File: src/hdl/ptt_pkg.sv
// ----------------------------------------------------------------------------
// ptt_pkg
// Shared types and constants for the TLB and page table translator.
// ----------------------------------------------------------------------------
package ptt_pkg;

  localparam int unsigned ADDR_W  = 16;
  localparam int unsigned FRAME_W = 8;
  localparam int unsigned TAG_W   = 8;
  localparam int unsigned NFREE_W = 9;
  localparam int unsigned COUNT_W = 32;

  typedef struct packed {
    logic clear_step;
    logic load_addr;
    logic pt_read;
    logic finish_hit;
    logic finish_miss;
  } ptt_cmd_t;

  typedef struct packed {
    logic clear_last;
    logic tlb_match;
    logic out_free;
  } ptt_status_t;

endpackage

File: src/hdl/ptt_ctrl.sv
// ----------------------------------------------------------------------------
// ptt_ctrl
// Sequencer for the translator: page table clearing pass, TLB lookup and
// page table miss handling.
// ----------------------------------------------------------------------------
module ptt_ctrl (
  input  logic                clk,
  input  logic                rst,
  input  logic                in_valid,
  output logic                in_ready,
  input  ptt_pkg::ptt_status_t st,
  output ptt_pkg::ptt_cmd_t    cmd
);

  typedef enum logic [1:0] {
    CLEAR,
    IDLE,
    LOOKUP,
    MISS
  } state_t;

  state_t state;
  state_t state_next;

  always_comb begin
    state_next = state;
    cmd        = '0;
    case (state)
      CLEAR: begin
        cmd.clear_step = 1'b1;
        if (st.clear_last) begin
          state_next = IDLE;
        end
      end
      IDLE: begin
        if (in_valid) begin
          cmd.load_addr = 1'b1;
          state_next    = LOOKUP;
        end
      end
      LOOKUP: begin
        cmd.pt_read = 1'b1;
        if (!st.tlb_match) begin
          state_next = MISS;
        end else if (st.out_free) begin
          cmd.finish_hit = 1'b1;
          state_next     = IDLE;
        end
      end
      MISS: begin
        if (st.out_free) begin
          cmd.finish_miss = 1'b1;
          state_next      = IDLE;
        end
      end
      default: begin
        state_next = IDLE;
      end
    endcase
  end

  assign in_ready = (state == IDLE);

  always_ff @(posedge clk) begin
    if (rst) begin
      state <= CLEAR;
    end else begin
      state <= state_next;
    end
  end

endmodule

File: src/hdl/ptt_datapath.sv
// ----------------------------------------------------------------------------
// ptt_datapath
// Address register, TLB, page table memory, frame allocator, counters and
// the result register of the translator.
// ----------------------------------------------------------------------------
module ptt_datapath #(
  parameter int unsigned TLB_ENTRIES = 16,
  parameter int unsigned PAGE_BITS   = 8,
  parameter int unsigned OFFSET_BITS = 8
) (
  input  logic                               clk,
  input  logic                               rst,
  input  ptt_pkg::ptt_cmd_t                  cmd,
  output ptt_pkg::ptt_status_t               st,
  input  logic [ptt_pkg::ADDR_W-1:0]         logical_address,
  output logic                               out_valid,
  input  logic                               out_ready,
  output logic [ptt_pkg::ADDR_W-1:0]         physical_address,
  output logic [ptt_pkg::FRAME_W-1:0]        frame_number,
  output logic                               tlb_hit,
  output logic                               page_fault,
  output logic [ptt_pkg::COUNT_W-1:0]        hits_so_far,
  output logic [ptt_pkg::COUNT_W-1:0]        faults_so_far
);

  localparam int unsigned PAGE_COUNT = 1 << PAGE_BITS;
  localparam int unsigned SLOT_W     = (TLB_ENTRIES > 1) ? $clog2(TLB_ENTRIES) : 1;
  localparam int unsigned PAGE_EXT_W = (PAGE_BITS > ptt_pkg::TAG_W) ? PAGE_BITS
                                                                      : ptt_pkg::TAG_W;
  localparam int unsigned PHYS_W     = 2 * ptt_pkg::ADDR_W;
  localparam int unsigned ENTRY_W    = ptt_pkg::FRAME_W + 1;

  logic [ptt_pkg::ADDR_W-1:0]   addr;
  logic [2*ptt_pkg::ADDR_W-1:0] addr_shifted;
  logic [PAGE_BITS-1:0]         page;
  logic [PAGE_EXT_W-1:0]        page_ext;
  logic [ptt_pkg::TAG_W-1:0]    tag;
  logic [OFFSET_BITS-1:0]       offset;

  logic [ptt_pkg::TAG_W-1:0]    tlb_tag   [TLB_ENTRIES];
  logic [ptt_pkg::FRAME_W-1:0]  tlb_frame [TLB_ENTRIES];
  logic [TLB_ENTRIES-1:0]       tlb_valid;
  logic [SLOT_W-1:0]            victim;
  logic                         match;
  logic [ptt_pkg::FRAME_W-1:0]  match_frame;

  logic [ENTRY_W-1:0]           pt_mem [PAGE_COUNT];
  logic [ENTRY_W-1:0]           pt_rd_data;
  logic                         pt_we;
  logic [PAGE_BITS-1:0]         pt_waddr;
  logic [ENTRY_W-1:0]           pt_wdata;
  logic [PAGE_BITS-1:0]         clear_cnt;

  logic [ptt_pkg::NFREE_W-1:0]  next_free;
  logic [ptt_pkg::COUNT_W-1:0]  hit_count;
  logic [ptt_pkg::COUNT_W-1:0]  fault_count;

  logic                         miss_fault;
  logic [ptt_pkg::FRAME_W-1:0]  miss_frame;
  logic [ptt_pkg::FRAME_W-1:0]  result_frame;
  logic [PHYS_W-1:0]            phys_full;
  logic                         out_free;

  assign addr_shifted = {{ptt_pkg::ADDR_W{1'b0}}, addr} >> OFFSET_BITS;
  assign page         = addr_shifted[PAGE_BITS-1:0];
  assign page_ext     = PAGE_EXT_W'(page);
  assign tag          = page_ext[ptt_pkg::TAG_W-1:0];
  assign offset       = addr[OFFSET_BITS-1:0];

  always_comb begin
    match       = 1'b0;
    match_frame = '0;
    for (int i = 0; i < TLB_ENTRIES; i++) begin
      if (!match && tlb_valid[i] && (tlb_tag[i] == tag)) begin
        match       = 1'b1;
        match_frame = tlb_frame[i];
      end
    end
  end

  assign miss_fault   = !pt_rd_data[ENTRY_W-1];
  assign miss_frame   = miss_fault ? next_free[ptt_pkg::FRAME_W-1:0]
                                   : pt_rd_data[ptt_pkg::FRAME_W-1:0];
  assign result_frame = cmd.finish_hit ? match_frame : miss_frame;
  assign phys_full    = PHYS_W'({result_frame, offset});

  assign pt_we    = cmd.clear_step || (cmd.finish_miss && miss_fault);
  assign pt_waddr = cmd.clear_step ? clear_cnt : page;
  assign pt_wdata = cmd.clear_step ? '0 : {1'b1, next_free[ptt_pkg::FRAME_W-1:0]};

  assign out_free      = !out_valid || out_ready;
  assign st.out_free   = out_free;
  assign st.tlb_match  = match;
  assign st.clear_last = (clear_cnt == {PAGE_BITS{1'b1}});

  assign hits_so_far   = hit_count;
  assign faults_so_far = fault_count;

  always_ff @(posedge clk) begin
    if (pt_we) begin
      pt_mem[pt_waddr] <= pt_wdata;
    end
    if (cmd.pt_read) begin
      pt_rd_data <= pt_mem[page];
    end
  end

  always_ff @(posedge clk) begin
    if (cmd.load_addr) begin
      addr <= logical_address;
    end
    if (cmd.finish_miss) begin
      tlb_tag[victim]   <= tag;
      tlb_frame[victim] <= miss_frame;
    end
    if (cmd.finish_hit || cmd.finish_miss) begin
      physical_address <= phys_full[ptt_pkg::ADDR_W-1:0];
      frame_number     <= result_frame;
      tlb_hit          <= cmd.finish_hit;
      page_fault       <= cmd.finish_miss && miss_fault;
    end
  end

  always_ff @(posedge clk) begin
    if (rst) begin
      tlb_valid   <= '0;
      victim      <= '0;
      next_free   <= '0;
      hit_count   <= '0;
      fault_count <= '0;
      clear_cnt   <= '0;
      out_valid   <= 1'b0;
    end else begin
      if (cmd.clear_step) begin
        clear_cnt <= clear_cnt + 1'b1;
      end
      if (cmd.finish_hit && (hit_count != {ptt_pkg::COUNT_W{1'b1}})) begin
        hit_count <= hit_count + 1'b1;
      end
      if (cmd.finish_miss) begin
        tlb_valid[victim] <= 1'b1;
        if (victim == SLOT_W'(TLB_ENTRIES - 1)) begin
          victim <= '0;
        end else begin
          victim <= victim + 1'b1;
        end
        if (miss_fault) begin
          next_free <= next_free + 1'b1;
          if (fault_count != {ptt_pkg::COUNT_W{1'b1}}) begin
            fault_count <= fault_count + 1'b1;
          end
        end
      end
      if (cmd.finish_hit || cmd.finish_miss) begin
        out_valid <= 1'b1;
      end else if (out_ready) begin
        out_valid <= 1'b0;
      end
    end
  end

  a_single_finish: assert property (@(posedge clk) disable iff (rst)
    !(cmd.finish_hit && cmd.finish_miss))
    else $error("hit and miss completion in the same cycle");

  a_hit_needs_match: assert property (@(posedge clk) disable iff (rst)
    cmd.finish_hit |-> match)
    else $error("hit completion without a TLB match");

  a_no_overwrite: assert property (@(posedge clk) disable iff (rst)
    (cmd.finish_hit || cmd.finish_miss) |-> out_free)
    else $error("result register overwritten before it was taken");

  a_alloc_only_on_fault: assert property (@(posedge clk) disable iff (rst)
    !(cmd.finish_miss && miss_fault) |=> $stable(next_free))
    else $error("free frame pointer moved without a page fault");

  a_hit_not_fault: assert property (@(posedge clk) disable iff (rst)
    out_valid |-> !(tlb_hit && page_fault))
    else $error("result flags both a TLB hit and a page fault");

endmodule

File: src/hdl/tlb_page_table_translator.sv
// ----------------------------------------------------------------------------
// tlb_page_table_translator
// Logical to physical address translation with a FIFO-replaced TLB in
// front of a demand-allocated page table.
// ----------------------------------------------------------------------------
// Each input transaction carries a 16-bit logical address; each produces
// exactly one output transaction with the physical address, the frame, the
// TLB hit and page fault flags and the saturating hit and fault counts.
// Both channels use valid and ready handshakes.
// A TLB hit loads the result register from the LOOKUP state; a TLB miss
// goes on to the MISS state, because the page table is a synchronous RAM
// with one registered read port, and on a page fault writes the new entry there.
// One address is in flight at a time, so the block takes no new address
// until the last one has been loaded into the output register.
// After reset the page table is cleared one entry per cycle, all
// 2**PAGE_BITS entries (256 by default); in_ready stays low during that pass.
// The result sits in an output register. While the receiver stalls, the
// block still accepts one new transaction and translates it up to the point
// where it needs the output register, then holds until that is taken.
// ----------------------------------------------------------------------------
module tlb_page_table_translator #(
  parameter int unsigned TLB_ENTRIES = 16,
  parameter int unsigned PAGE_BITS   = 8,
  parameter int unsigned OFFSET_BITS = 8
) (
  input  logic                        clk,
  input  logic                        rst,
  input  logic                        in_valid,
  output logic                        in_ready,
  input  logic [ptt_pkg::ADDR_W-1:0]  logical_address,
  output logic                        out_valid,
  input  logic                        out_ready,
  output logic [ptt_pkg::ADDR_W-1:0]  physical_address,
  output logic [ptt_pkg::FRAME_W-1:0] frame_number,
  output logic                        tlb_hit,
  output logic                        page_fault,
  output logic [ptt_pkg::COUNT_W-1:0] hits_so_far,
  output logic [ptt_pkg::COUNT_W-1:0] faults_so_far
);

  ptt_pkg::ptt_cmd_t    cmd;
  ptt_pkg::ptt_status_t st;

  ptt_ctrl u_ctrl (
    .clk      (clk),
    .rst      (rst),
    .in_valid (in_valid),
    .in_ready (in_ready),
    .st       (st),
    .cmd      (cmd)
  );

  ptt_datapath #(
    .TLB_ENTRIES (TLB_ENTRIES),
    .PAGE_BITS   (PAGE_BITS),
    .OFFSET_BITS (OFFSET_BITS)
  ) u_datapath (
    .clk              (clk),
    .rst              (rst),
    .cmd              (cmd),
    .st               (st),
    .logical_address  (logical_address),
    .out_valid        (out_valid),
    .out_ready        (out_ready),
    .physical_address (physical_address),
    .frame_number     (frame_number),
    .tlb_hit          (tlb_hit),
    .page_fault       (page_fault),
    .hits_so_far      (hits_so_far),
    .faults_so_far    (faults_so_far)
  );

endmodule

File: config.mk
export PLATFORM = sky130hd
export DESIGN_NAME = tlb_page_table_translator
export DESIGN_NICKNAME = d
export VERILOG_FILES = /design/src/hdl/ptt_pkg.sv /design/src/hdl/ptt_ctrl.sv /design/src/hdl/ptt_datapath.sv /design/src/hdl/tlb_page_table_translator.sv
export SDC_FILE = /design/constraint.sdc
export NUM_CORES = 2
export LEC_CHECK = 0
export BUFFER_PORTS_ARGS = -buffer_cell sky130_fd_sc_hd__buf_2
export CAP_MARGIN = 0
export CELL_PAD_IN_SITES_DETAIL_PLACEMENT = 0
export CELL_PAD_IN_SITES_GLOBAL_PLACEMENT = 1
export CORE_UTILIZATION = 32
export CTS_CLUSTER_DIAMETER = 60
export CTS_CLUSTER_SIZE = 8
export DETAILED_ROUTE_END_ITERATION = 8
export GPL_TIMING_DRIVEN = 1
export PLACE_DENSITY_LB_ADDON = 0.1
export REMOVE_ABC_BUFFERS = 1
export SYNTH_ARGS = -nofsm -noshare
export SYNTH_HDL_FRONTEND = slang
export SYNTH_HIERARCHICAL = 1
export SYNTH_SLANG_ARGS = --single-unit
File: constraint.sdc
create_clock -name clk -period 9.4 [get_ports clk]
set_clock_uncertainty 0.1 [all_clocks]
set_input_delay 0.47 -clock clk [delete_from_list [all_inputs] [get_ports clk]]
set_output_delay 0.47 -clock clk [all_outputs]
set_load 0.03 [all_outputs]
== Word level (Yosys, flattened, before mapping) ==
Memory sizes are Yosys's and may differ from the RTL's. A register that Yosys moved wholly into a read port is not among the register bits.
Index checks and enable logic that the tools add are counted.
Operators by class
  div/mod/pow operators: 0
  add/sub/neg operators: 5
  equal/unequal tests: 25
  shifts and indexed selects: 0
  multiplexer cells: 57
  $lt $le $gt $ge: 2
  bitwise operators: 2
  reductions and logical operators: 59
  multipliers: 0
Operators with widths (number)
  $mux W8: 19
  $eq A8 B8 Y1: 16
  $add A32 B1 Y32 const B: 2
  $ne A32 B32 Y1 const B: 2
  $logic_and A1 B1 Y1: 34
  $mux W1: 29
  $logic_not A1 Y1: 17
  $or A16 B16 Y16: 1
  $mux W2: 5
  $add A9 B1 Y9 const B: 1
  $mux W9: 1
  $add A8 B1 Y8 const B: 1
  $eq A8 B8 Y1 const B: 1
  $pmux W2 S4: 1
  $lt A4 B5 Y1 const B: 1
  $add A4 B1 Y4 const B: 1
  $demux W1 S4: 1
  $eq A2 B2 Y1 const B: 2
  $eq A4 B4 Y1 const B: 1
  $ge A4 B1 Y1 const B: 1
  $mux W4: 1
  $ne A2 B2 Y1 const B: 2
  $reduce_and A2 Y1: 2
  $logic_or A1 B1 Y1: 3
  other kinds (5): 5
Word-level totals
  latch bits: 0
  word-level logic and storage cells: 166
  memories: 3
  memory bits (read-only): 0
  output and inout bits: 92
  RAM bits: 2560
  register bits after elaboration: 146
  input bits: 20
Memories
  u_datapath.pt_mem: depth 256, bits a word 9, rd ports 1, clocked after Yosys merged registers in 1, write ports 1, line ptt_datapath.sv:47  | logic [ENTRY_W-1:0] pt_mem [PAGE_COUNT];
  u_datapath.tlb_frame: depth 16, bits a word 8, rd ports 16, clocked after Yosys merged registers in 0, write ports 1, line ptt_datapath.sv:41  | logic [ptt_pkg::FRAME_W-1:0] tlb_frame [TLB_ENTRIES];
  u_datapath.tlb_tag: depth 16, bits a word 8, rd ports 16, clocked after Yosys merged registers in 0, write ports 1, line ptt_datapath.sv:40  | logic [ptt_pkg::TAG_W-1:0] tlb_tag [TLB_ENTRIES];

== Depth between registers and ports, before layout ==
An unclocked memory read counts as a cell.
  word-level depth: 68
  gate-level depth with buffers: 17

== Modules after synthesis ==
Netlist, hierarchy kept.
By module, submodules not included
  ptt_datapath: cells an instance 4901, sequential area each 80186.9 um^2, area each 105192.1 um^2, instances 1
  ptt_ctrl: cells an instance 15, sequential area each 40.0 um^2, area each 136.4 um^2, instances 1

== Least setup slack after synthesis ==
No wires, ideal clock.
  path kind: flip-flop to flip-flop
  start: register u_ctrl.state[0]
  end: memory u_datapath/pt_mem[0][7] (netlist bit), data pin
  data required time: 7.843 ns
  arrival: 7.170 ns
  cell stages (with the launch flop): 5
  slack: 0.673 ns
  library setup time: 1.457 ns
  path through: dfxtp_1 nor2_1 clkbuf_1 buf_1 nor2b_1
RTL lines
  start: declaration: line ptt_ctrl.sv:22  | state_t state;
  start signal: assignment: line ptt_ctrl.sv:68  | state <= state_next;
  end: declaration: line ptt_datapath.sv:47

==> results.md <==
- Via density: 5.08
- Max-Cap Viols: 0
- Post-route ant nets: 0
- Vias: 49800
- Number of synthesized flops with an enable pin: 2603
- Top FF cell, synth: edfxtp_1
- Final Util: 37.4%
- Post-synth ARST share: 0%
- Unrepaired setup endpoints after global routing: false
- Critical Path RT: 10.07 ns
- Post-CTS Setup Bufs: 0
- HP Start: logical_address[3]
- Clock tree from TritonCTS: done
- DR WL/cell: 29.1 µm
- Pleak: 0.0430 µW
- Share of Yosys cell area claimed by the top area cell type: 74.2%
- Crit path from: u_datapath/addr[10]
- Synth area leader: edfxtp_1
- Post-Syn Area: 105000 µm²
- IO Pins: 112
- Final period util: 60.0%
- Reg clk slew, reported paths: 0.05 ns
- Hold Violations, Final: 0
- Seq. cell area: 80200 µm²
- Count leader, synth: edfxtp_1
- Pwr Density: 210 nW/µm²
- Clock Latency Late Sink: 0.94 ns
- Largest net degree at the start of global routing: 205
- Clock Path Buffers: 4
- Max Freq: 177 MHz
- IO Port Bufs: 111
- Post-synthesis average cell area: 21.4 µm²
- Syn Inst Count: 4916
- Site Rows: 210
- Gr ovfl total: 0
- First-pass DRT Iterations: 7
- Count of cell types in the netlist: 67
- GR Util All Layers: 17.1%
- Drt drc: 0
- Worst-Margin Slew: 1.24 ns
- Worst VDD drop: 0.000143 V
- Pins Over Slew Limit: 0
- Initial antenna violation count: 15
- R2R Setup Slk: 3.76 ns
- CP Data Arrival Time: 6.31 ns
- Clock Root Buffer: clkbuf_16
- Fin crit period: 5.64 ns
- Hold crit path type: in -> reg
- Die ar.: 331000 µm²
- Register bit total from synthesis: 2706
- CP Max Fanout: 71
- Width of the die: 576 µm
- Worst r2r src: u_datapath/addr[10]
- Post-synthesis sequential area ratio: 76.2%
- CTS Buf Count: 385
- Place WS: 3.60 ns
- Endpoints failing setup: 0
- Total Routed Length: 285000 µm
- DR iter-0 viols: 4187
- Fillers: 29800
- Setup tns final: 0 ns
- Dpl hpwl: 167000 µm
- Status: finished, final reports clean
- Relative slew slack: 17.1%
- Core area: 327000 µm²
- Layout cell share with drive strength beyond 1: 27.6%
- First-pass GRT wire length: 406000 µm
- Setup ws final: 3.76 ns
- Startpoint types: register
- Die Y-Extent: 576 µm
- Post-layout net count: 5357
- Synth-to-Final Area Change: 16.2%
- Area contributors post-synth: edfxtp_1, mux4_2, dfxtp_1
- Initial core utilization: 32.2%
- Area of the multi-input gates: 23900 µm²
- Final hold slack: 0.158 ns
- GPL Wtd Cong: 0.730
- Synth top cells by count: edfxtp_1, mux4_2, nor2_1
- Htree depth: 5
- Vias in the first global route: 51900
- Number of clock sinks: 2706
- Synthesis Warnings: 6
- Setup crit end kind: register
- CP Class: reg -> reg
[power breakdown]
group / total (µW) / switching, µW / internal [µW]
Clock: 12500 / 4990 / 7520
Combinational: 96.2 / 74.4 / 21.8
Sequential: 13100 / 4.93 / 13100
[logic make-up after synthesis]
family | Yosys count | synth area share, %
AO/OA/AOI/OAI | 134 | 0.864
XOR/XNOR | 198 | 1.65
adder cells (fa/ha/maj) | 8 | 0.0950
buffers and inverters | 290 | 1.24
flip-flops | 2706 | 76.2
multiplexers | 780 | 16.5
AND/OR/NAND/NOR | 800 | 3.48
[state kept, by name, indices dropped and copies added, names as in the netlist]
signal / flops
u_datapath/tlb_frame: 128
u_datapath/victim: 4
u_datapath/tlb_valid: 16
u_ctrl/state: 2
u_datapath/page_fault: 1
u_datapath/hits_so_far: 32
u_datapath/pt_rd_data: 9
u_datapath/addr: 16
u_datapath/faults_so_far: 32
u_datapath/tlb_hit: 1
u_datapath/pt_mem: 2304
u_datapath/next_free: 8
u_datapath/out_valid: 1
u_datapath/tlb_tag: 128
u_datapath/physical_address: 16
u_datapath/clear_cnt: 8
[through the flow]
stage                     cells  total power, µW  cell area, µm²
after floorplan            4658            13300          104000
after global placement     9268            13400          112000
after detailed placement   9268            13400          112000
after CTS                  9803            26100          122000
after global routing       9805            26500          122000
final                      9808            25700          122000
[final cells by class]
type	instances	area share, %
Antenna cell	5	0.0102
Clock buffer	480	8.31
Clock inverter	35	0.361
Inverter	32	0.104
Multi-Input combinational cell	1920	19.5
Sequential cell	2706	65.5
Tap cell	4346	4.44
Timing Repair Buffer	284	1.69
[routing by layer]
layer  track usage [%]  up-vias  wire [µm]
met3              2.57      382      13900
met2              27.3     1296     135000
li1                  -    21100          -
met4              4.07        0       5700
met1              24.6    27100     130000
met5                 0        -          0
[worst paths after layout]
check,end,cells past startpoint
max,u_datapath/hits_so_far[23],15
min,u_datapath/addr[3],2
max reg2reg,u_datapath/hits_so_far[23],15
min reg2reg,u_datapath/physical_address[0],0
[worst max-delay path, stage by stage (launching register included)]
cell and delay (ns):
edfxtp_1 0.32, buf_4 0.54, buf_12 0.54, xnor2_1 0.19, nand4_1 0.14, nor3_1 0.78
or4_1 0.29, nor3_1 0.14, nand2b_1 0.14, nand4b_1 0.20, and3_1 0.53, o21ai_0 0.26
nor2_1 0.72, and3_1 0.27, xnor2_1 0.12, nor2_1 0.05
[layout by cell type, fill, tap and decap left out, drive strengths merged, types with 28 or more instances in the layout]
cell    instances
edfxtp       2603
mux4          765
clkbuf        480
nor2          407
buf           264
xnor2         133
nand2         123
dfxtp         103
xor2           65
nand3          52
nand4          44
inv            43
nor3           37
a21oi          29
o21ai          28
[repair_timing]
action,in CTS,in global routing
gates resized for setup,0,0
hold buffers,20,0
hold endpoints to repair,69,0
(Power assumes the default switching activity.)
